--- src/design/qtg_pkg.sv ---
// ----------------------------------------------------------------------------
// qtg_pkg: shared types and constants for the quintic trajectory generator
// Beat payloads, coefficient memory port structs and fixed arithmetic widths.
// ----------------------------------------------------------------------------
`default_nettype none

package qtg_pkg;

    // Width of the signed working word for Horner sums and numerators.
    localparam int WIDE_W = 232;
    // Width of the divider magnitude path; numerators stay below 2^164.
    localparam int DIV_W = 168;
    localparam int COEFS = 6;

    localparam logic [31:0] MIN_DURATION = 32'd66;

    localparam logic REQ_LOAD   = 1'b0;
    localparam logic REQ_SAMPLE = 1'b1;

    localparam logic [2:0] COEF_A0 = 3'd0;
    localparam logic [2:0] COEF_A1 = 3'd1;
    localparam logic [2:0] COEF_A2 = 3'd2;
    localparam logic [2:0] COEF_A3 = 3'd3;
    localparam logic [2:0] COEF_A4 = 3'd4;
    localparam logic [2:0] COEF_A5 = 3'd5;

    localparam logic [1:0] DERIV_POS = 2'd0;
    localparam logic [1:0] DERIV_VEL = 2'd1;
    localparam logic [1:0] DERIV_ACC = 2'd2;

    typedef struct packed {
        logic               req_type;
        logic [2:0]         joint;
        logic signed [31:0] start_position;
        logic signed [31:0] start_velocity;
        logic signed [31:0] start_acceleration;
        logic signed [31:0] goal_position;
        logic signed [31:0] goal_velocity;
        logic signed [31:0] goal_acceleration;
        logic [31:0]        load_duration;
        logic signed [31:0] sample_time;
    } qtg_req_t;

    typedef struct packed {
        logic [2:0]         joint_index;
        logic signed [31:0] out_position;
        logic signed [31:0] out_velocity;
        logic signed [31:0] out_acceleration;
        logic               is_ready;
        logic               last_joint;
    } qtg_rsp_t;

    typedef struct packed {
        logic        en;
        logic [2:0]  joint;
        logic [2:0]  coef;
        logic [63:0] data;
    } qtg_mem_wr_t;

    typedef struct packed {
        logic       en;
        logic [2:0] joint;
        logic [2:0] coef;
    } qtg_mem_rd_t;

endpackage

`default_nettype wire

--- src/design/qtg_coef_mem.sv ---
// ----------------------------------------------------------------------------
// qtg_coef_mem: coefficient memory
// One write and one registered read port; rows never written read as zero.
// ----------------------------------------------------------------------------
`default_nettype none

module qtg_coef_mem import qtg_pkg::*; #(
    parameter int JOINTS = 6
) (
    input  logic        clk,
    input  logic        rst_n,
    input  qtg_mem_wr_t wr,
    input  qtg_mem_rd_t rd,
    output logic [63:0] rd_data
);

    localparam int DEPTH = JOINTS * COEFS;
    localparam int AW    = $clog2(DEPTH);
    localparam int JW    = (JOINTS > 1) ? $clog2(JOINTS) : 1;

    logic [63:0]       mem [DEPTH];
    logic [63:0]       q_reg;
    logic [JOINTS-1:0] vld_reg;
    logic              rvld_reg;
    logic [AW-1:0]     wr_addr;
    logic [AW-1:0]     rd_addr;
    logic [JW-1:0]     wr_row;
    logic [JW-1:0]     rd_row;

    assign wr_addr = AW'(32'(wr.joint) * COEFS + 32'(wr.coef));
    assign rd_addr = AW'(32'(rd.joint) * COEFS + 32'(rd.coef));
    assign wr_row  = JW'(wr.joint);
    assign rd_row  = JW'(rd.joint);

    always_ff @(posedge clk)
    begin
        if (wr.en)
        begin
            mem[wr_addr] <= wr.data;
        end
        if (rd.en)
        begin
            q_reg <= mem[rd_addr];
        end
    end

    // A row turns valid with its last coefficient; all six are written by then.
    always_ff @(posedge clk or negedge rst_n)
    begin
        if (!rst_n)
        begin
            vld_reg  <= '0;
            rvld_reg <= 1'b0;
        end
        else
        begin
            if (wr.en && wr.coef == COEF_A5)
            begin
                vld_reg[wr_row] <= 1'b1;
            end
            if (rd.en)
            begin
                rvld_reg <= vld_reg[rd_row];
            end
        end
    end

    assign rd_data = rvld_reg ? q_reg : 64'd0;

endmodule

`default_nettype wire

--- config.mk ---
export PLATFORM = sky130hd
export DESIGN_NAME = qtg_coef_mem
export DESIGN_NICKNAME = d
export VERILOG_FILES = /design/src/design/qtg_pkg.sv /design/src/design/qtg_coef_mem.sv
export SDC_FILE = /design/constraint.sdc
export NUM_CORES = 2
export LEC_CHECK = 0
export CORE_ASPECT_RATIO = 1.2
export CORE_MARGIN = 2
export CORE_UTILIZATION = 50
export CTS_CLUSTER_SIZE = 12
export DETAILED_ROUTE_END_ITERATION = 10
export DONT_BUFFER_PORTS = 1
export GPL_TIMING_DRIVEN = 0
export MAX_ROUTING_LAYER = met4
export PLACE_DENSITY_LB_ADDON = 0.12
export SKIP_LAST_GASP = 1
export SYNTH_ARGS = -nofsm -noshare
export SYNTH_HDL_FRONTEND = slang
export SYNTH_SLANG_ARGS = --single-unit
--- constraint.sdc ---
create_clock -name clk -period 1.7 [get_ports clk]
set_clock_uncertainty 0.1 [all_clocks]
set_input_delay 0.085 -clock clk [delete_from_list [all_inputs] [get_ports clk]]
set_output_delay 0.085 -clock clk [all_outputs]
set_load 0.005 [all_outputs]
# == After elaboration in Yosys (flattened, before gate mapping) ==
# Memory sizes are Yosys's and may differ from the RTL's. A register that Yosys moved wholly into a read port is not among the register bits.
# Cells that the tools add are included.
# totals
regBits,7
mem_bits_rw,2304
in_bits,80
out_inout_bits,64
wordCells,21
memories,1
# memory_table
name,words,word_bits,read_ports,rd_clocked_by_memory_dff,write_ports,line_no,source
mem,36,64,1,1,1,qtg_coef_mem.sv:21,logic [63:0] mem [DEPTH];
# classes
add_sub_neg,2
mul,2
magnitude_cmp,3
n_eq_ne,1
muxes,7
bitwise_logic,1
n_reduce_logical,2
# op_table
op,n
64-bit 2-to-1 mux,1
6-bit by 3-bit adder with 6-bit output,2
"3-bit by 2-bit multiplier with 5-bit output, second input constant",2
"3-bit by 4-bit < comparator with 1-bit output, second input constant",2
6-bit bitwise OR,1
1-bit 2-to-1 mux,4
1-bit binary-select mux with 3-bit select,1
1-bit demux with 3-bit select,1
"3-bit == test, second input constant",1
"3-bit by 1-bit greater-or-equal comparator with 1-bit output, second input constant",1
1-bit logical AND,2

# == Logic depth before layout (Yosys ltp) ==
# logic_depth
ltp_word,5
ltp_mapped,12
mapped_depth_nobuf,8

# == Worst setup path after synthesis ==
# OpenSTA, ideal clock, no wires.
# synth_path
path_kind,input to register
from,input wr[67] (netlist name)
to,"memory mem[19][0], enable pin"
t_arrival_ps,4207
slack_ps,-3093
stages,9
cell_sequence,ha_1 -> inv_1 -> fa_1 -> xnor2_1 -> xnor2_1 -> o31ai_1 -> nand2b_1 -> clkbuf_1 -> nor2_1
# synth_via
elab_chain_len,2
# synth_rtl
item,line_no,source
"start, declared",qtg_coef_mem.sv:12,"input qtg_mem_wr_t wr,"
3-bit by 2-bit multiplier with 5-bit output,qtg_coef_mem.sv:30,assign wr_addr = AW'(32'(wr.joint) * COEFS + 32'(wr.coef));
6-bit by 3-bit adder with 6-bit output,qtg_coef_mem.sv:30,
"end, declared",qtg_coef_mem.sv:21,
# Every way passes these cells.

==> key figures <==
Status
  • Status: finished, violations left
  • Violated checks: setup timing

Layout
  • Area growth syn-to-layout: 25.1%
  • Largest register FFs: 2304
  • Fill cells: 12153
  • Share of cells above drive strength 1: 38.5%
  • Fin nets: 5087

Route
  • # DRC: 0
  • Routed via count: 46582
  • Routed len/inst: 34.6 um
  • DRT Pass-1 Iters: 5
  • Initial DRC Count: 5432
  • Post-DRT Antenna Nets: 0
  • Post-Route WL: 261000 um
  • Drt via density: 6.18

Synthesis
  • Yosys warning count: 0
  • #FFs+latches synth: 2375
  • Mapped Avg Cell Area: 22.7 um^2
  • Syn nets: 4100
  • EDFF count, synth: 2368
  • Synth area leader: edfxtp_1
  • Distinct cells, synth: 40
  • Most frequent cell after synthesis: edfxtp_1
  • Synth async-reset ratio: 0.295%
  • Seq/Total Area, Yosys: 78.4%
  • Commonest cells post-synth: 2368 x edfxtp_1, 579 x mux4_2, 323 x nand2_1
  • Prevailing post-synth register cell: edfxtp_1
  • Top cell type's share of synthesized area: 78.2%
  • Syn Inst Count: 4003
  • Mapped Area: 90900 um^2
  • Top post-synthesis cells by area: edfxtp_1 78%, mux4_2 14%, mux2i_1 1.4%, nand2_1 1.3%, a32o_1 1.3%

Hold path
  • HP Class: primary input to flip-flop

Setup path
  • Crit path required time: 2.17 ns
  • Worst setup SP type: flip-flop
  • CP endpoint: q_reg[62]
  • CP dominant cell by count: mux4_2
  • R2R setup slack: -0.47 ns
  • CP Max Fanout: 1
  • Critical path launch point: mem[7][62]
  • Critical path's slowest cell: mux4_2
  • R2r worst-path depth: 3
  • Crit Path Class: flip-flop to flip-flop
  • Worst r2r src: mem[7][62]
  • Data arrival, critical path: 2.64 ns
  • CP Capture Type: flip-flop
  • Reg-to-reg endpoint: q_reg[62]
  • Critical path, cell by cell: mux4_2 -> mux4_2 -> a221o_2
  • Max incr delay on CP: 0.49 ns

Clock tree
  • CTS HTree Levels: 4
  • Clock Sinks: 2375
  • TritonCTS buffer count: 228
  • CTS Hold Bufs: 160
  • Clk buf depth: 3
  • CTS tree: done
  • CTS root buf: clkbuf_16
  • Worst skew pair latency: 0.88 ns
  • Worst-path clk slew: 0.06 ns

GRT
  • Number of global-route vias before repair: 45577
  • Initial antenna violation count: 18
  • Gr usage total: 26.5%
  • Total gr overflow: 0
  • First-pass GRT wire length: 333000 um
  • Largest net degree at the start of global routing: 67

Power and ir drop
  • Maximum VDD drop: 890 uV
  • Total power: 0.130 W
  • Leak: 37.7 nW
  • Power per cell area: 1150 nW/um^2

Die
  • Initial Util: 50.3%
  • Die Y: 471 um
  • Io pins: 144
  • Die Area: 185000 um^2
  • Die Wd: 393 um
  • Core Region: 181000 um^2
  • Row cnt: 171

Place
  • Pre-CTS WS: -2.69 ns
  • HPWL Detailed: 150000 um
  • Gpl congestion: 0.752
  • # port buffers: 0

STA
  • Minimum clock period after layout: 2.17 ns
  • Worst slew margin: 13.7%
  • Final Cycle Share: 127%
  • Final hold violation count: 0
  • Worst-Margin Slew: 1.29 ns
  • RSZ-0062 raised after global routing: true
  • Fin. max-slew vios: 0
  • Peak Freq: 462 MHz
  • Final setup fails: 1693
  • Setup WS post-layout: -0.465 ns

Run
  • Max Cap Violations: 0
==> cell usage in the layout (no fill, tap or decap), drive strengths merged, types with 4 or more instances in the layout <==
| master | n |
|---|---|
| a21o | 6 |
| a21oi | 9 |
| a32o | 120 |
| and2 | 67 |
| buf | 748 |
| clkbuf | 417 |
| clkinv | 37 |
| dfrtp | 7 |
| diode | 13 |
| dlygate4sd3 | 109 |
| edfxtp | 2368 |
| fa | 4 |
| ha | 13 |
| inv | 15 |
| mux2i | 125 |
| mux4 | 579 |
| nand2 | 323 |
| nand3 | 7 |
| nor2 | 45 |
| o31ai | 61 |
| xnor2 | 6 |
==> through the flow <==
stage                     hold slack [ns]  area (um^2)  std cells  setup TNS [ns]  util [%]
final                             0.00273       114000       7541         -171.93      62.9
after global routing              0.00152       114000       7539         -225.89      62.9
after CTS                          -0.162       108000       7100         -406.24      59.6
after detailed placement           -0.310        96600       6540        -2773.03      53.5
after global placement             -0.310        94300       6425        -6546.12      52.1
after floorplan                    -0.311        91200       4003        -3038.87         -
==> cell type report <==
class | count | area (um^2) | share of cell area [%]
Antenna cell | 13 | 32.5 | 0.0286
Buffer | 215 | 2240 | 1.97
Clock buffer | 299 | 6050 | 5.32
Clock inverter | 47 | 343 | 0.301
Inverter | 9 | 37.5 | 0.0330
Multi-Input combinational cell | 1398 | 19800 | 17.5
Sequential cell | 2375 | 71300 | 62.7
Tap cell | 2422 | 3030 | 2.67
Timing Repair Buffer | 763 | 10800 | 9.54
==> worst max-delay path, delay by kind of cell, from the launching register on <==
| kind | cells | cell delay, ns |
|---|---|---|
| compound gates | 1 | 0.44 |
| flops | 1 | 0.36 |
| mux | 2 | 0.97 |
==> power breakdown <==
| part | total, W | switching [W] | internal (W) |
|---|---|---|---|
| clock network | 0.0458 | 0.0210 | 0.0249 |
| logic | 0.0178 | 0.00987 | 0.00793 |
| registers | 0.0667 | 0.000397 | 0.0663 |
| total | 0.130 | 0.0313 | 0.0991 |
==> how the worst min path moves through the flow <==
stage	from	to	slack, ns	cells after the start
floorplan	rst_n	rvld_reg	-0.31	0
global placement	rst_n	vld_reg[2]	-0.31	0
detailed placement	rst_n	vld_reg[4]	-0.31	0
CTS	wr[69]	mem[0][5]	-0.16	4
global route	wr[69]	mem[13][5]	0.002	6
finish	wr[69]	mem[13][8]	0.003	6
==> kinds of logic (layout without fill, tap and decap cells) <==
family / Yosys count / in the layout / share of synthesized area, %
muxes: 706 / 706 / 15.7
xor gates and xnor gates: 9 / 9 / 0.0867
buffers and inverters: 230 / 1333 / 1.32
DFF: 2375 / 2375 / 78.4
and+or+nand+nor: 456 / 456 / 2.12
AOI/OAI and AO/OA: 210 / 210 / 2.04
other: 0 / 13 / 0
adders and majority gates: 17 / 17 / 0.267
==> per-layer routing <==
metal,track usage [%],part of all wire [%],vias to the layer above
li1,-,-,18865
met1,34.4,38,25261
met2,43.3,51,2069
met3,4.57,7.9,387
met4,7.80,3.3,0
met5,-,0,-
==> timing repair <==
action / CTS / global route
resized for setup: 528 / 243
endpoints found under the setup margin: 2050 / 2402
setup buffers: 50 / 346
pin swaps: 36 / 47
hold endpoints to repair: 3156 / 14
cloned: 8 / 84
Power figures use the tool's default switching activity.
