## src/design/qtg_pkg.sv

```systemverilog
// ----------------------------------------------------------------------------
// qtg_pkg: shared types and constants for the quintic trajectory generator
// Beat payloads, coefficient memory port structs and fixed arithmetic widths.
// ----------------------------------------------------------------------------
`default_nettype none

package qtg_pkg;

    // Width of the signed working word for Horner sums and numerators.
    localparam int WIDE_W = 232;
    // Width of the divider magnitude path; numerators stay below 2^164.
    localparam int DIV_W = 168;
    localparam int COEFS = 6;

    localparam logic [31:0] MIN_DURATION = 32'd66;

    localparam logic REQ_LOAD   = 1'b0;
    localparam logic REQ_SAMPLE = 1'b1;

    localparam logic [2:0] COEF_A0 = 3'd0;
    localparam logic [2:0] COEF_A1 = 3'd1;
    localparam logic [2:0] COEF_A2 = 3'd2;
    localparam logic [2:0] COEF_A3 = 3'd3;
    localparam logic [2:0] COEF_A4 = 3'd4;
    localparam logic [2:0] COEF_A5 = 3'd5;

    localparam logic [1:0] DERIV_POS = 2'd0;
    localparam logic [1:0] DERIV_VEL = 2'd1;
    localparam logic [1:0] DERIV_ACC = 2'd2;

    typedef struct packed {
        logic               req_type;
        logic [2:0]         joint;
        logic signed [31:0] start_position;
        logic signed [31:0] start_velocity;
        logic signed [31:0] start_acceleration;
        logic signed [31:0] goal_position;
        logic signed [31:0] goal_velocity;
        logic signed [31:0] goal_acceleration;
        logic [31:0]        load_duration;
        logic signed [31:0] sample_time;
    } qtg_req_t;

    typedef struct packed {
        logic [2:0]         joint_index;
        logic signed [31:0] out_position;
        logic signed [31:0] out_velocity;
        logic signed [31:0] out_acceleration;
        logic               is_ready;
        logic               last_joint;
    } qtg_rsp_t;

    typedef struct packed {
        logic        en;
        logic [2:0]  joint;
        logic [2:0]  coef;
        logic [63:0] data;
    } qtg_mem_wr_t;

    typedef struct packed {
        logic       en;
        logic [2:0] joint;
        logic [2:0] coef;
    } qtg_mem_rd_t;

endpackage

`default_nettype wire

```

## src/design/qtg_div.sv

```systemverilog
// ----------------------------------------------------------------------------
// qtg_div: restoring divider for coefficient scaling
// Signed numerator over positive denominator, rounded to nearest and
// saturated to a signed 64-bit Q32.32 value.
// ----------------------------------------------------------------------------
`default_nettype none

module qtg_div import qtg_pkg::*; (
    input  logic                     clk,
    input  logic                     rst_n,
    input  logic                     start,
    input  logic signed [WIDE_W-1:0] num,
    input  logic signed [WIDE_W-1:0] den,
    output logic                     busy,
    output logic                     done,
    output logic [63:0]              q
);

    localparam int CW = $clog2(DIV_W);

    typedef enum logic [1:0] {D_IDLE, D_RUN, D_FIN} div_state_t;

    div_state_t        state_reg;
    logic              neg_reg;
    logic [DIV_W-1:0]  num_reg;
    logic [DIV_W-1:0]  den_reg;
    logic [DIV_W-1:0]  rem_reg;
    logic [DIV_W-1:0]  quo_reg;
    logic [CW-1:0]     cnt_reg;
    logic [63:0]       q_reg;
    logic              done_reg;

    logic [WIDE_W-1:0] mag;
    logic [DIV_W:0]    rem_sh;
    logic              ge;
    logic              rup;
    logic [DIV_W-1:0]  qr;
    logic [63:0]       q_sat;

    always_comb
    begin
        mag    = num[WIDE_W-1] ? WIDE_W'(-num) : WIDE_W'(num);
        rem_sh = {rem_reg, num_reg[DIV_W-1]};
        ge     = rem_sh >= {1'b0, den_reg};
        rup    = {rem_reg, 1'b0} >= {1'b0, den_reg};
        qr     = quo_reg + DIV_W'(rup);
        if (neg_reg)
        begin
            q_sat = (qr > DIV_W'(64'h8000_0000_0000_0000)) ?
                    64'h8000_0000_0000_0000 : (~qr[63:0]) + 64'd1;
        end
        else
        begin
            q_sat = (qr >= DIV_W'(64'h8000_0000_0000_0000)) ?
                    64'h7FFF_FFFF_FFFF_FFFF : qr[63:0];
        end
    end

    always_ff @(posedge clk or negedge rst_n)
    begin
        if (!rst_n)
        begin
            state_reg <= D_IDLE;
            neg_reg   <= 1'b0;
            num_reg   <= '0;
            den_reg   <= '0;
            rem_reg   <= '0;
            quo_reg   <= '0;
            cnt_reg   <= '0;
            q_reg     <= '0;
            done_reg  <= 1'b0;
        end
        else
        begin
            done_reg <= (state_reg == D_FIN);
            case (state_reg)
                D_IDLE:
                begin
                    if (start)
                    begin
                        neg_reg   <= num[WIDE_W-1];
                        num_reg   <= mag[DIV_W-1:0];
                        den_reg   <= den[DIV_W-1:0];
                        rem_reg   <= '0;
                        quo_reg   <= '0;
                        cnt_reg   <= CW'(DIV_W - 1);
                        state_reg <= D_RUN;
                    end
                end
                D_RUN:
                begin
                    rem_reg <= ge ? DIV_W'(rem_sh - {1'b0, den_reg}) : DIV_W'(rem_sh);
                    num_reg <= num_reg << 1;
                    quo_reg <= {quo_reg[DIV_W-2:0], ge};
                    cnt_reg <= cnt_reg - CW'(1);
                    if (cnt_reg == '0)
                    begin
                        state_reg <= D_FIN;
                    end
                end
                D_FIN:
                begin
                    q_reg     <= q_sat;
                    state_reg <= D_IDLE;
                end
                default:
                begin
                    state_reg <= D_IDLE;
                end
            endcase
        end
    end

    assign busy = (state_reg != D_IDLE);
    assign done = done_reg;
    assign q    = q_reg;

endmodule

`default_nettype wire

```

## config.mk

```make
export PLATFORM = sky130hd
export DESIGN_NAME = qtg_div
export DESIGN_NICKNAME = d
export VERILOG_FILES = /design/src/design/qtg_pkg.sv /design/src/design/qtg_div.sv
export SDC_FILE = /design/constraint.sdc
export NUM_CORES = 2
export LEC_CHECK = 0
export BUFFER_PORTS_ARGS = -buffer_cell sky130_fd_sc_hd__buf_2
export CAP_MARGIN = 25
export CORE_ASPECT_RATIO = 1.2
export CORE_MARGIN = 5
export CORE_UTILIZATION = 44
export DETAILED_ROUTE_END_ITERATION = 6
export HOLD_SLACK_MARGIN = 0.12
export MAX_ROUTING_LAYER = met4
export PLACE_DENSITY_LB_ADDON = 0.1
export REMOVE_ABC_BUFFERS = 1
export SLEW_MARGIN = 40
export SYNTH_ARGS = -nofsm -noshare
export SYNTH_HDL_FRONTEND = slang
export SYNTH_SLANG_ARGS = --single-unit
export TNS_END_PERCENT = 10
```

## constraint.sdc

```tcl
create_clock -name clk -period 11 [get_ports clk]
set_input_delay 2.75 -clock clk [delete_from_list [all_inputs] [get_ports clk]]
set_output_delay 2.75 -clock clk [all_outputs]
set_load 0.05 [all_outputs]
```

# Word-level counts from Yosys, hierarchy flattened
# Index checks and enable logic that the tools add are counted.
dict set report totals {
  regBits 748
  input_bits 467
  output_inout_bits 66
  wordCells 45
}
dict set report op_classes {
  addsub 5
  n_lt_le_gt_ge 4
  eq_ne 4
  mux 15
  n_bitwise 1
  reduce_logical 7
}
# op n
set ops {}
lappend ops {{case mux 168 bit (2 select lines)} 3}
lappend ops {{two-way mux 168 bit} 4}
lappend ops {{greater-or-equal comparator 169 x 168 -> 1 bit} 2}
lappend ops {{two-way mux 64 bit} 3}
lappend ops {{adder 168 x 1 -> 168 bit} 1}
lappend ops {{greater-or-equal comparator 168 x 64 -> 1 bit, second input constant} 1}
lappend ops {{greater-than comparator 168 x 64 -> 1 bit, second input constant} 1}
lappend ops {{negator 168 bit} 1}
lappend ops {{subtractor 168 bit} 1}
lappend ops {{adder 64 x 1 -> 64 bit, second input constant} 1}
lappend ops {{inverter 64 bit} 1}
lappend ops {{case mux 8 bit (2 select lines)} 1}
lappend ops {{logical NOT 8 bit} 1}
lappend ops {{two-way mux 8 bit} 1}
lappend ops {{subtractor 8 x 1 -> 8 bit, second input constant} 1}
lappend ops {{AND reduction 2 bit} 3}
lappend ops {{two-way mux 2 bit} 2}
lappend ops {{!= test 2 bit, second input constant} 2}
lappend ops {{case mux 2 bit (2 select lines)} 1}
lappend ops {{nonzero test 2 bit} 2}
lappend ops {{equality test 2 x 1 -> 1 bit, second input constant} 1}
lappend ops {{equality test 2 bit, second input constant} 1}
lappend ops {{logical NOT 2 bit} 1}

# Depth between registers and ports, before layout
dict set report logic_depth {
  ltp_word 6
  mapped_depth 31
  depth_no_buf 25
}

# Worst setup path after synthesis
# OpenSTA, ideal clock, no wires.
dict set report synth_path {
  kind {input port to flip-flop}
  startpoint {input port num[38]}
  endpoint {register num_reg[164]}
  setup_ns 0.069
  arrival_time_ns 6.059
  t_required_ns 10.931
  slack_ns 4.872
  cell_stages 12
  path_buffers 0
  cell_sequence {or4_1 -> or4b_2 -> nor4_4 -> nand3_1 -> or4_4 -> nor2_1 -> nand3_1 -> or3_1 -> o31ai_1 -> xnor2_1 -> nand2_1 -> nand3_1}
}
dict set report synth_between {
  elab_chain_len 4
}
# item line_no
set synth_rtl {}
lappend synth_rtl {{start: declaration} qtg_div.sv:12} ;# input logic signed [WIDE_W-1:0] num,
lappend synth_rtl {{negator 168 bit} qtg_div.sv:42} ;# mag = num[WIDE_W-1] ? WIDE_W'(-num) : WIDE_W'(num);
lappend synth_rtl {{two-way mux 168 bit} qtg_div.sv:42}
lappend synth_rtl {{two-way mux 168 bit} qtg_div.sv:79} ;# if (start)
lappend synth_rtl {{case mux 168 bit (2 select lines)} qtg_div.sv:76} ;# case (state_reg)
lappend synth_rtl {{end signal: assignment} qtg_div.sv:82} ;# num_reg <= mag[DIV_W-1:0];
lappend synth_rtl {{end signal: assignment} qtg_div.sv:93} ;# num_reg <= num_reg << 1;
lappend synth_rtl {{end: declaration} qtg_div.sv:25} ;# logic [DIV_W-1:0] num_reg;
# No other way between the ends. The select of a mux whose other input is x is not followed.
# A chain may end at the register's enable or synchronous reset.

# Worst setup path in the final report
dict set report layout_path {
  startpoint {register den_reg[116]}
  endpoint {register q_reg[46] (netlist: q[46])}
}
dict set report layout_between {
  elab_chain_len 6
  word_cells_on_any_way 9
  classes_between {2 x add/sub; 3 x order compare; 3 x mux; 1 x bitwise}
}
# item line_no
set layout_rtl {}
lappend layout_rtl {{start: declaration} qtg_div.sv:26} ;# logic [DIV_W-1:0] den_reg;
lappend layout_rtl {{start signal: assignment} qtg_div.sv:83} ;# den_reg <= den[DIV_W-1:0];
lappend layout_rtl {{greater-or-equal comparator 169 x 168 -> 1 bit (*)} qtg_div.sv:45} ;# rup = {rem_reg, 1'b0} >= {1'b0, den_reg};
lappend layout_rtl {{adder 168 x 1 -> 168 bit (*)} qtg_div.sv:46} ;# qr = quo_reg + DIV_W'(rup);
lappend layout_rtl {{parallel branches: the longest is 3 deep, another holds greater-or-equal comparator 168 x 64 -> 1 bit} n/a}
lappend layout_rtl {{two-way mux 64 bit (*)} qtg_div.sv:47} ;# if (neg_reg)
lappend layout_rtl {{end signal: assignment} qtg_div.sv:103} ;# q_reg <= q_sat;
lappend layout_rtl {{end: declaration} qtg_div.sv:30} ;# logic [63:0] q_reg;
# Mark *: on every way between the ends.

==> out/metrics.yaml <==
status: "complete, no violations"
fin_total_pwr_w: 0.00604
critical_path.max_stage_delay_ns: 0.69
timing.final.hold_violations: 0
final_layout_size_suffix_gt1_share_pct: 10.2
timing.critical_path.mode_cell: "nand4_1"
h_tree_levels: 3
netlist-cell-type-count: 95
setup_viol: 0
fin_cells: 9079
tritoncts_clock_tree: "done"
overflow: 0
drt-pass1-iter-count: 6
drc: 0
route.antenna.remaining_nets: 0
crit_slowest_cell: "and4_1"
globalRouteTotalUtil_pct: 30.9
fraction_of_power_spent_switching_nets_pct: 23.7
timing.slew.headroom_pct: 36.6
cts.reportedPaths.clkPinSlew_ns: 0.06
clock-root-buffer: "clkbuf_16"
number_of_max_cap_violations: 0
dpl.hpwl_um: 156000
clock_power_share_pct: 49.9
detailed_route_wl_um: 205000
synth.top_cells.by_count: "nand2_1 (1101), o21ai_0 (930), dfrtp_1 (748)"
seq_power_share_pct: 45.6
worst_setup_path_end_kind: "register"
max_clock_freq_mhz: 114
dpl-instance-area_mm2: 0.0579
die_x_um: 332
yosys_warnings: 0
finalCoreUtilization_pct: 49.0
tightestPinTransition_ns: 0.951
critPathTopFamily: "simple AND/OR/NAND/NOR gates"
detailroute.via_count: 53900
dieArea_mm2: 0.132
cts_buffers: 86
endpoint_arrival_time_on_the_critical_path_ns: 9.38
yosys.area.top_type: "dfrtp_1"
setup.worst_path.start_class: "register"
grt_setup_unrepaired: "no"
worst_hold_path_type: "register to register"
seq_area_frac_synth_pct: 34.1
grt_pass1_vias: 52900
net-switching-power_w: 0.00143
final_nets: 7974
gpl.final_weighted_congestion: 1.01
dr.first_iter.drc_count: 4076
cell_types_occupying_the_most_area_after_synthesis: "dfrtp_1 (34%), o21ai_0 (8.5%), nand2_1 (7.5%)"
clock-sinks: 748
synth-seq-cells: 748
syn_area_mm2: 0.0549
cp_num_buf_inv: 4
chipHeight_um: 397
synth_top_flop_cell: "dfrtp_1"
asyncSetResetFlopFracSynth_pct: 100
layout.cell_area.non_filler_mm2: 0.0610
grt_pass1_wl_um: 316000
clkLatencyLatePin_ns: 0.70
synthCells: 7260
power_density_mw_per_mm2: 99.0
internal_power_w: 0.00461
worst_clock_skew_ns: 0.0291
power.share.combinational_pct: 4.5
vias_per_cell: 5.94
top_level_ports: 533
place.port_buffers: 405
clk_path_buf_depth: 3
finalMaxSlewViolations: 0
postCtsResizedCells: 0
initial_core_util_pct: 44.1
number_of_rows_created_at_floorplan: 142
setup-tns-final_ns: 0
synth.avg_cell_area_um2: 7.56
synth.most_common_cell: "nand2_1"
layout-area-overhead-vs-synth_pct: 11.1
cts_hold_buffers: 0
synth_largest_type_area_fraction_pct: 34.1
worst_ir_drop_vdd_mv: 0.106
core_area_mm2: 0.124
fin_crit_sh_pct: 79.7
critPathMaxFanout: 11
startpoint_to_endpoint_class_of_the_critical_path: "register to register"
timing.critical_path.required_ns: 11.62
static-leakage-power_nw: 27.4
antenna_found_initial: 23
count_of_flip_flops_with_a_built_in_enable_after_synthesis: 0
dp_cells: 8897
grt_max_degree: 186
post-cts-setup-buffers: 0
route.detailed.wl_per_inst_um: 22.5
timing.final.crit_period_ns: 8.76
stage by stage:
step	hold slack, ns	setup slack, ns
after floorplan	0.441	-24.48
after global placement	0.451	2.30
after detailed placement	0.458	2.30
after CTS	0.471	2.26
after global routing	0.492	1.79
final	0.464	2.24
worst reg2reg max path, stage by stage (launching register included):
cell and delay [ns]:
dfrtp_1 0.32, inv_1 0.09, ha_1 0.47, nand4_1 0.19, nor2_1 0.37, nand4_1 0.20, nor3_1 0.59, nand4_1 0.18
nor3_1 0.29, inv_1 0.07, o21ai_0 0.19, buf_4 0.21, ha_1 0.26, and4_4 0.29, and4_1 0.69, nand4_1 0.56
or2_2 0.54, nor4_1 0.61, o21ai_0 0.19, o31a_1 0.17, nor4_1 0.55, and4_1 0.55, buf_4 0.29, nand2_4 0.13
or4_1 0.51, a31oi_1 0.16
layout make-up:
type                       instances  area, um2
inverter                         298       1120
antenna                           23       57.6
sequential                       748      18700
tap                             1656       2070
timing repair buffer             483       2890
clock buffer                     120       2430
multi-input combinational       5715      33200
clock inverter                    36        473
fill                           12500      63400
routing by layer:
| layer | GRT usage, % | vias to the layer above | wire length [um] |
|---|---|---|---|
| met2 | 52.5 | 1470 | 100000 |
| met1 | 37.6 | 26100 | 85600 |
| met5 | - | - | 0 |
| met3 | 3.84 | 357 | 9850 |
| li1 | - | 26000 | - |
| met4 | 12.2 | 0 | 8960 |
cells by family after synthesis:
group / after synthesis / synth area share (%)
compound gates: 2168 / 22.9
simple gates: 2909 / 25.8
buf+inv: 797 / 5.66
fa+ha+maj: 175 / 4.00
flops: 748 / 34.1
xor+xnor: 430 / 6.86
mux: 33 / 0.613
worst paths after layout:
check / start / end / slack, ns / cells past startpoint
max in group asynchronous: rst_n / num_reg[37] / 7.38 / 4
min: num_reg[99] / num_reg[100] / 0.46 / 2
max: den_reg[116] / q[46] / 2.24 / 25
min in group asynchronous: rst_n / q[37] / 1.89 / 1
max reg2reg: den_reg[116] / q[46] / 2.24 / 25
min reg2reg: num_reg[99] / num_reg[100] / 0.46 / 2
placed cells by master (no fill, tap or decap), types with 74 or more instances in the layout:
cell type,instances
xor2_1,217
nand3_1,193
clkbuf_16,87
xnor2_1,213
nand2_1,1100
ha_1,174
inv_1,295
o21ai_0,928
nand4_1,251
nor3_1,168
dfrtp_1,747
buf_2,403
nor2_1,561
and3_1,136
nor4_1,97
o21bai_1,74
or3_1,85
a21oi_1,609
o31ai_1,99
power groups by stage:
| stage | registers, W | logic, W | clock network (W) |
|---|---|---|---|
| after floorplan | 0.00280 | 0.0000728 | 0 |
| after global placement | 0.00280 | 0.000269 | 0 |
| after detailed placement | 0.00280 | 0.000269 | 0 |
| after CTS | 0.00275 | 0.000269 | 0.00308 |
| after global routing | 0.00275 | 0.000300 | 0.00320 |
| final | 0.00275 | 0.000270 | 0.00301 |
(Power assumes the default switching activity.)
