File: src/design/qtg_pkg.sv
// ----------------------------------------------------------------------------
// qtg_pkg: shared types and constants for the quintic trajectory generator
// Beat payloads, coefficient memory port structs and fixed arithmetic widths.
// ----------------------------------------------------------------------------
`default_nettype none

package qtg_pkg;

    // Width of the signed working word for Horner sums and numerators.
    localparam int WIDE_W = 232;
    // Width of the divider magnitude path; numerators stay below 2^164.
    localparam int DIV_W = 168;
    localparam int COEFS = 6;

    localparam logic [31:0] MIN_DURATION = 32'd66;

    localparam logic REQ_LOAD   = 1'b0;
    localparam logic REQ_SAMPLE = 1'b1;

    localparam logic [2:0] COEF_A0 = 3'd0;
    localparam logic [2:0] COEF_A1 = 3'd1;
    localparam logic [2:0] COEF_A2 = 3'd2;
    localparam logic [2:0] COEF_A3 = 3'd3;
    localparam logic [2:0] COEF_A4 = 3'd4;
    localparam logic [2:0] COEF_A5 = 3'd5;

    localparam logic [1:0] DERIV_POS = 2'd0;
    localparam logic [1:0] DERIV_VEL = 2'd1;
    localparam logic [1:0] DERIV_ACC = 2'd2;

    typedef struct packed {
        logic               req_type;
        logic [2:0]         joint;
        logic signed [31:0] start_position;
        logic signed [31:0] start_velocity;
        logic signed [31:0] start_acceleration;
        logic signed [31:0] goal_position;
        logic signed [31:0] goal_velocity;
        logic signed [31:0] goal_acceleration;
        logic [31:0]        load_duration;
        logic signed [31:0] sample_time;
    } qtg_req_t;

    typedef struct packed {
        logic [2:0]         joint_index;
        logic signed [31:0] out_position;
        logic signed [31:0] out_velocity;
        logic signed [31:0] out_acceleration;
        logic               is_ready;
        logic               last_joint;
    } qtg_rsp_t;

    typedef struct packed {
        logic        en;
        logic [2:0]  joint;
        logic [2:0]  coef;
        logic [63:0] data;
    } qtg_mem_wr_t;

    typedef struct packed {
        logic       en;
        logic [2:0] joint;
        logic [2:0] coef;
    } qtg_mem_rd_t;

endpackage

`default_nettype wire

File: src/design/qtg_mul.sv
// ----------------------------------------------------------------------------
// qtg_mul: shift-add multiply-accumulate
// p = a * b + c over the wide signed word, one bit of b per cycle.
// ----------------------------------------------------------------------------
`default_nettype none

module qtg_mul import qtg_pkg::*; (
    input  logic                     clk,
    input  logic                     rst_n,
    input  logic                     start,
    input  logic signed [WIDE_W-1:0] a,
    input  logic [31:0]              b,
    input  logic signed [WIDE_W-1:0] c,
    output logic                     busy,
    output logic                     done,
    output logic signed [WIDE_W-1:0] p
);

    logic signed [WIDE_W-1:0] acc_reg;
    logic signed [WIDE_W-1:0] mc_reg;
    logic [31:0]              mp_reg;
    logic                     busy_reg;
    logic                     done_reg;

    always_ff @(posedge clk or negedge rst_n)
    begin
        if (!rst_n)
        begin
            acc_reg  <= '0;
            mc_reg   <= '0;
            mp_reg   <= '0;
            busy_reg <= 1'b0;
            done_reg <= 1'b0;
        end
        else
        begin
            done_reg <= !start && busy_reg && (mp_reg[31:1] == 31'd0);
            if (start)
            begin
                acc_reg  <= c;
                mc_reg   <= a;
                mp_reg   <= b;
                busy_reg <= 1'b1;
            end
            else if (busy_reg)
            begin
                if (mp_reg[0])
                begin
                    acc_reg <= acc_reg + mc_reg;
                end
                mc_reg <= mc_reg <<< 1;
                mp_reg <= mp_reg >> 1;
                // stop once no multiplier bits remain
                if (mp_reg[31:1] == 31'd0)
                begin
                    busy_reg <= 1'b0;
                end
            end
        end
    end

    assign busy = busy_reg;
    assign done = done_reg;
    assign p    = acc_reg;

endmodule

`default_nettype wire

File: config.mk
export PLATFORM = sky130hd
export DESIGN_NAME = qtg_mul
export DESIGN_NICKNAME = d
export VERILOG_FILES = /design/src/design/qtg_pkg.sv /design/src/design/qtg_mul.sv
export SDC_FILE = /design/constraint.sdc
export NUM_CORES = 1
export LEC_CHECK = 0
export ABC_CLOCK_PERIOD_IN_PS = 4300
export BUFFER_PORTS_ARGS = -buffer_cell sky130_fd_sc_hd__buf_4
export CAP_MARGIN = 40
export CORE_UTILIZATION = 25
export CTS_CLUSTER_SIZE = 25
export DETAILED_ROUTE_END_ITERATION = 6
export GPL_ROUTABILITY_DRIVEN = 0
export PLACE_DENSITY = 0.41
export SETUP_SLACK_MARGIN = 0.05
export SLEW_MARGIN = 20
export SYNTH_ARGS = -nofsm -noshare
export SYNTH_HDL_FRONTEND = slang
export SYNTH_SLANG_ARGS = --single-unit
export TNS_END_PERCENT = 1
File: constraint.sdc
create_clock -name clk -period 4.3 [get_ports clk]
set_input_delay 0.86 -clock clk [delete_from_list [all_inputs] [get_ports clk]]
set_output_delay 0.86 -clock clk [all_outputs]
set_load 0.02 [all_outputs]
# [Word-level counts from Yosys, hierarchy flattened]
# Index checks and enable logic that the tools add are counted.
[classes] eq_ne=0 n_reduce_logical=7 mux=10 add_sub_neg=1 div_mod_pow=0 shifts=0 magnitude_cmp=0 bitwise=0 multipliers=0
[op_table] operator="2-to-1 mux 232 bit" n=5
[op_table] operator="adder 232 bit" n=1
[op_table] operator="2-to-1 mux 32 bit" n=2
[op_table] operator="zero test 31 bit" n=1
[op_table] operator="nonzero test 2 bit" n=2
[op_table] operator="2-to-1 mux 1 bit" n=3
[op_table] operator="logical AND 1 bit" n=2
[op_table] operator="AND reduction 2 bit" n=1
[op_table] operator="zero test 1 bit" n=1
[totals] ramBits=0 latchBits=0 romBits=0 memories=0 word_cells=23 out_inout_bits=234 register_bits=498 in_bits=499

# [Longest topological paths before layout]
# Gate-level depths: netlist of run 1.
[depth] depth_word=4 mapped_depth=17 mapped_depth_nobuf=17

# [Least setup slack after synthesis of run 1]
# Ideal clock, no wire load.
[synth_timing] kind="flip-flop to flip-flop" startpoint="register acc_reg[8], in the netlist p[8]" endpoint="register acc_reg[229], in the netlist p[229]" path_buffers=1 slack_ps=538 arrival_ps=3688 required_time_ps=4226 synth_period_minus_slack_ps=3762 path_stages_with_launch=15 path_cell_list="dfrtp_1 -> ha_1 -> clkbuf_1 -> nand4_1 -> or4b_4 -> nand3_2 -> a41oi_4 -> o21bai_4 -> a31oi_4 -> o211ai_2 -> a31oi_1 -> or4_1 -> or3_1 -> a41o_1 -> o21ai_2"
[synth_between] elab_chain_len=4
[synth_rtl] element="start: declaration" line="qtg_mul.sv:19" text="logic signed [WIDE_W-1:0] acc_reg;"
[synth_rtl] element="start signal: assignment" line="qtg_mul.sv:49" text="acc_reg <= acc_reg + mc_reg;"
[synth_rtl] element="adder 232 bit" line="qtg_mul.sv:49"
[synth_rtl] element="2-to-1 mux 232 bit" line="qtg_mul.sv:47" text="if (mp_reg[0])"
[synth_rtl] element="2-to-1 mux 232 bit" line="qtg_mul.sv:45" text="else if (busy_reg)"
[synth_rtl] element="2-to-1 mux 232 bit" line="qtg_mul.sv:38" text="if (start)"
# Every way passes these cells. The select of a mux whose other input is x is not followed.
# A chain may end at the register's enable or synchronous reset.

# [Worst setup path after layout of run 1]
[layout_timing] startpoint="register acc_reg[75], in the netlist p[75]" endpoint="register acc_reg[229], in the netlist p[229]"
# The elaborated chain is that of the path after synthesis.

==> metrics.yaml, run 1 <==
drcViolationCount: 0
status: "finished, violations left"
wl_mm: 202.0
worst_pin_slew_ps: 1142
grt_pass1_wl_mm: 289.8
p_seq_frac: 0.239
ys.flop_type: "dfrtp_1"
p_sw_uw: 11060
cp.arrival_ps: 5100
drt-wirelength-per-cell_um: 24.24
maxSlewHeadroom: 0.2384
drive_gt1_frac: 0.2743
grt_overflow: 0
numCtsBuffers: 68
critPathKind: "register to register"
fmax_ghz: 0.2220
hp-class: "input port to asynchronous set/reset pin"
fp.dieW_um: 398.4
final_nets: 6953
synth_edf_count: 0
fin_crit_sh: 1.047
slew_violations: 0
rr_worst_depth: 16
rows: 145
leakagePower_uw: 0.02580
synthesis.area_mm2: 0.03927
root_buffer: "clkbuf_16"
ys_warn_count: 0
finClkSkew_ps: 52.31
ys_types: 77
synthCells: 5063
rsz0062_at_grt: "yes"
setup_ws_ps: -203.6
hold_slack_ps: 139.9
io_pins: 733
worstSetupStartpoint: "p[75]"
grt_max_degree: 228
startpoint_type: "register"
post-route-min-period_ps: 4504
die-height_um: 398.4
cpPeakStageDelay_ps: 560
combPwrFrac: 0.530
h-tree-depth: 3
setup_violations: 5
async_flop_share: 1.000
antenna_found_initial: 32
drt_iter0_drc: 2968
hold_viol: 0
clk_path_buf_depth: 3
finalPower_uw: 25370
synthesis.nets: 5794
vias_per_cell: 5.155
failed_checks: "setup timing"
track_usage: 0.2455
synth_area_per_cell_um2: 7.757
cpMaxStageDelayCell: "or4_4"
die-area_mm2: 0.1587
grt_pass1_vias: 43590
clock-sinks: 498
clk_pin_slew_ps: 60
path_cells: "ha_4 -> buf_4 -> nand4_1 -> nor4_4 -> nand2_2 -> nor4_4 -> a2111oi_4 -> o21ai_2 -> a31oi_4 -> buf_12 -> o211ai_4 -> a31oi_4 -> or4_4 -> or3_1 -> a41o_1 -> o21ai_2"
vias: 42960
detail-route-antenna-nets: 0
postCtsHoldBufs: 0
yosysSeqAreaShare: 0.3173
insertion_delay_ps: 700
p_clk_frac: 0.231
buffer_ports.inserted: 732
netSwitchingFraction: 0.4357
drv_cap: 0
area_delta_synth_final_pct: 39.27
cts_tree: "yes"
drt_pass1_iterations: 5
internal-power_uw: 14320
r2r_start: "p[75]"
fp.coreArea_mm2: 0.1560
r2r-end: "p[229]"
required_ps: 4890
hpwlAfterDp_mm: 164.7
endpoint_kind: "register"
ys_ff_latch: 498
initial_core_util: 0.2517
vdd_drop_max_uv: 304.2
r2r_slack_ps: -200
path_max_fanout: 4
power.density_mw_per_mm2: 463.9
[how the worst max path moves through the flow]
| stage | endpoint | slack [ps] |
|---|---|---|
| 6_report | p[229] | -200 |
| 3_5_place_dp | p[229] | -1130 |
| 4_1_cts | p[229] | -130 |
| 3_3_place_gp | p[225] | -1260 |
| 5_1_grt | p[229] | -250 |
| 2_1_floorplan | p[229] | 540 |
[critical path: cells and delay by family (launching register included)]
family | cells | cell delay, ps
adders and majority gates | 1 | 300
buffers and inverters | 2 | 290
and+or+nand+nor | 6 | 2160
DFF | 1 | 450
AOI/OAI and AO/OA | 7 | 1200
[timing repair]
action,4_1_cts,5_1_grt
pin swaps,38,41
endpoints found under the setup margin,105,82
buffers inserted,32,14
gates resized for setup,108,112
[cell usage after synthesis (all sizes together) (85+ instances only)]
master  number  area, um^2
o21ai      735        3694
ha         231        2890
a21o        97       728.2
xor2        98       858.3
mux2i      279        2793
o21bai      85       649.4
nand4      132       825.8
clkbuf     244       917.1
nor2       390        1464
nand2      820        3078
xnor2      125        1095
dfrtp      498       12460
a21oi      611        3058
[cells in the final DEF, fill, tap and decap left out, types with 21 or more instances in the layout]
cell and instances:
and3_1 24, mux2_2 24, a21oi_2 27, o21bai_1 84, ha_1 200, clkbuf_16 71
dfrtp_1 493, ha_4 21, nand4_1 132, xor2_1 98, xnor2_1 121, nand3_1 42
o21ai_1 29, o211ai_1 21, a31oi_1 25, or3_1 23, a21o_1 96, inv_1 70
nor2_1 385, nand2_1 817, o21ai_0 691, mux2i_1 279, buf_4 1359, nor4_1 35
buf_12 21, a21oi_1 582, o21a_1 67, nor3_1 60
[cell type report]
class	instances	area, um^2
flip-flops and latches	498	12470
multi-input cells	4186	26320
repair buffers	1397	10840
well taps	2058	2575
fillers	16930	101300
inverters	71	269.0
diodes	4	10.01
clock inverters	23	237.7
clock buffers	96	1981
[power groups by stage]
stage               clock (uW)  combinational, uW  sequential [uW]
finish                    5860              13400             6070
global route              6180              14500             6150
CTS                       6040              13200             6070
detailed placement           0              12800             6130
global placement             0              12900             6120
floorplan                    0               6360             6370
[cells by family after synthesis]
family / after synthesis / synth area share
AO/OA/AOI/OAI: 1804 / 0.2638
AND/OR/NAND/NOR: 1624 / 0.1796
flip-flops: 498 / 0.3173
buffers and inverters: 379 / 0.03756
multiplexers: 303 / 0.07799
adder cells (fa/ha/maj): 232 / 0.07410
XOR/XNOR: 223 / 0.04973
[layer usage]
| metal | vias to the layer above | track usage | share of wire |
|---|---|---|---|
| met5 | - | 0 | 0.0013 |
| met4 | 40 | 0.06418 | 0.027 |
| met3 | 262 | 0.05392 | 0.065 |
| met2 | 1283 | 0.4017 | 0.46 |
| met1 | 20830 | 0.3245 | 0.45 |
| li1 | 20540 | - | - |
[per-stage QoR]
stage	setup slack [ps]	area, um^2	setup TNS (ps)	util	cells
detailed placement	-1133	51080	-21550	0.3274	8166
global route	-249.0	54690	-1814	0.3505	8331
CTS	-130.5	54050	-240.8	0.3464	8315
global placement	-1259	51050	-22660	0.3272	8164
finish	-203.6	54700	-426.7	0.3506	8333
floorplan	537.7	39270	0	-	5063
Power figures use the tool's default switching activity.
==> run 2: changes to the inputs <==
ABC_AREA = 1   (was unset)
PLACE_DENSITY = 0.4   (was 0.41)
==> run 2 against run 1 <==
Net effect:
- the run now ends clean
- global-route usage up 5.8 points
- combinational power up 13%
- setup slack better by 470 ps
- critical path type unchanged
- critical endpoint is now p[193]
==> metrics.yaml, run 2 <==
fp.coreArea_mm2: 0.1950  # +25%
yosysSeqAreaShare: 0.2541  # -0.06324
worstSetupPathDepth: 15  # -1
crit_family: "simple AND/OR/NAND/NOR gates"
worst_pin_slew_ps: 1046  # -96.37 ps
power.density_mw_per_mm2: 453.9  # -2.2%
cts_setup_buffers: 0  # -100%
yosys.area_share.simple: 0.4011  # +0.2216
grt_max_degree: 159  # -30%
yosysMostFrequentCell: "nand2_1"
synth_compound_area_frac: 0.1291  # -0.1347
status: "completed"
vias: 58810  # +37%
startpoint_type: "register"
hold_slack_ps: 151.2  # +11.31 ps
postCtsHoldBufs: 0  # unchanged
setup_violations: 0  # -5
drv_cap: 0  # unchanged
grt_pass1_vias: 56870  # +30%
drt-wirelength-per-cell_um: 26.04  # +7.4%
synthCells: 8455  # +67%
synth_top_family_by_area: "simple AND/OR/NAND/NOR gates"
clk_pin_slew_ps: 80  # +20 ps
cpPeakStageDelay_ps: 710  # +150 ps
root_buffer: "clkbuf_16"
numCtsBuffers: 69  # +1.5%
area_delta_synth_final_pct: 23.32
wl_mm: 308.9  # +53%
die-height_um: 444.9  # +12%
vias_per_cell: 4.958  # -3.8%
fp.dieW_um: 444.9  # +12%
drive_gt1_frac: 0.1340  # -0.1403
post-route-min-period_ps: 4036  # -467.4 ps
synth_top_cells_by_count: "nand2_1, inv_1, nor2_1"
rows: 162  # +12%
netlist_top_cells_area: "nand2_1, dfrtp_1, inv_1, ha_1, nor2_1"
rr_worst_depth: 15  # -1
critPathKind: "register to register"
synth.area.mux_share: 0  # -0.07799
yosysTopAreaCell: "nand2_1"
r2r_slack_ps: 260  # +470 ps
detail-route-antenna-nets: 0  # unchanged
ys_warn_count: 0  # unchanged
io_pins: 733  # unchanged
cp.arrival_ps: 4620  # -480 ps
final_nets: 9912  # +43%
finClkSkew_ps: 62.52  # +10.21 ps
synth_area_per_cell_um2: 5.801  # -25%
insertion_delay_ps: 760  # +60 ps
h-tree-depth: 3  # unchanged
clock-sinks: 498  # unchanged
path_cells: "ha_1 -> nand2_2 -> inv_1 -> nand2_1 -> nand3_1 -> a21oi_1 -> nand2_1 -> inv_1 -> nand2_1 -> inv_1 -> nand2_1 -> a21oi_1 -> nand3b_1 -> nand3_1 -> nand2_1"
path_max_fanout: 5  # +1
placed_area_mm2: 0.05814  # +14%
ys.flop_type: "dfrtp_1"
leakagePower_uw: 0.03295  # +28%
ys_types: 46  # -40%
hpwlAfterDp_mm: 263.5  # +60%
drt_pass1_iterations: 7  # +2
hp-class: "input port to asynchronous set/reset pin"
drcViolationCount: 0  # unchanged
netlist.area_leader.share: 0.2669  # -0.05038
maxSlewHeadroom: 0.2962  # +0.05782
r2r-end: "p[193]"
synthesis.area_mm2: 0.04905  # +25%
final_common_cell: "nand2_1"
synthesis.nets: 9186  # +59%
final_cell_mix: "nand2_1, inv_1, buf_4"
clk_path_buf_depth: 3  # unchanged
synth_adder_area_share: 0.05933  # -0.01477
buffer_ports.inserted: 732  # unchanged
grt_pass1_wl_mm: 425.9  # +47%
track_usage: 0.3033  # +0.05787
setup_tns_ps: 0  # +426.7 ps
design_area_mm2: 0.06049  # +11%
die-area_mm2: 0.1980  # +25%
antenna_found_initial: 15  # -53%
grt_overflow: 0  # unchanged
critPathCapture: "p[193]"
finalPower_uw: 27460  # +8.2%
vdd_drop_max_uv: 305.7  # +0.49%
drt_iter0_drc: 6446  # +120%
ctsResizeCount: 0  # -100%
r2r_start: "p[191]"
fin_crit_sh: 0.9387  # -0.1087
ys_ff_latch: 498  # unchanged
synth_xor_area_frac: 0.01411  # -0.03562
path_buf_inv: 3  # +1
slew_violations: 0  # unchanged
cpMaxStageDelayCell: "a21oi_1"
worstSetupStartpoint: "p[191]"
critPathMostFrequentCell: "nand2_1"
hold_viol: 0  # unchanged
initial_core_util: 0.2515  # about the same
endpoint_kind: "register"
cts_tree: "yes"
rsz0062_at_grt: "no"
async_flop_share: 1.000  # unchanged
synth_edf_count: 0  # unchanged
fmax_ghz: 0.2478  # +12%
required_ps: 4890  # about the same
[run 2: where the power goes]
group	internal [uW]	switching, uW	total [uW]
logic	4290	10900	15200
registers	5370	784	6150
clock network	3550	2560	6110
[run 2: logic make-up after synthesis]
kind of cell,Yosys count
buffers and inverters,1857
adder cells (fa/ha/maj),232
AND/OR/NAND/NOR,4807
XOR/XNOR,79
flip-flops,498
AO/OA/AOI/OAI,982
[run 2: area by class of cell]
type / count / area, um^2
repair buffers: 823 / 6407
inverters: 1689 / 6361
clock inverters: 18 / 198.9
clock buffers: 104 / 2132
well taps: 2624 / 3283
fillers: 22660 / 134500
flip-flops and latches: 498 / 12460
diodes: 5 / 12.51
multi-input cells: 6100 / 29630
[run 2: stage by stage]
step	setup WS, ps	instances	utilization
final	263.8	11860	0.3102
after global routing	207.5	11860	0.3102
after CTS	487.5	11860	0.3101
after detailed placement	520.1	11730	0.2982
after global placement	473.9	11730	0.2980
after floorplan	1884	8455	-
[run 2: per-layer routing]
| layer | GRT usage | wire [um] |
|---|---|---|
| met1 | 0.4044 | 132900 |
| met2 | 0.4538 | 129000 |
| met3 | 0.07259 | 29280 |
| met4 | 0.1522 | 17540 |
| met5 | 0 | 93 |
[run 2: how the worst min path moves through the flow]
| stage | endpoint | cells after the start |
|---|---|---|
| 2_1_floorplan | mp_reg[0] | 2 |
| 3_5_place_dp | mp_reg[29] | 2 |
| 5_1_grt | p[41] | 1 |
| 4_1_cts | p[41] | 1 |
| 6_report | p[41] | 1 |
| 3_3_place_gp | p[77] | 2 |
[run 2: worst reg2reg max path, cell delays in order, from the launching register on]
cell and delay [ps]:
dfrtp_1 670, ha_1 500, nand2_2 200, inv_1 70
nand2_1 60, nand3_1 140, a21oi_1 420, nand2_1 240
inv_1 110, nand2_1 70, inv_1 110, nand2_1 80
a21oi_1 710, nand3b_1 170, nand3_1 260, nand2_1 80
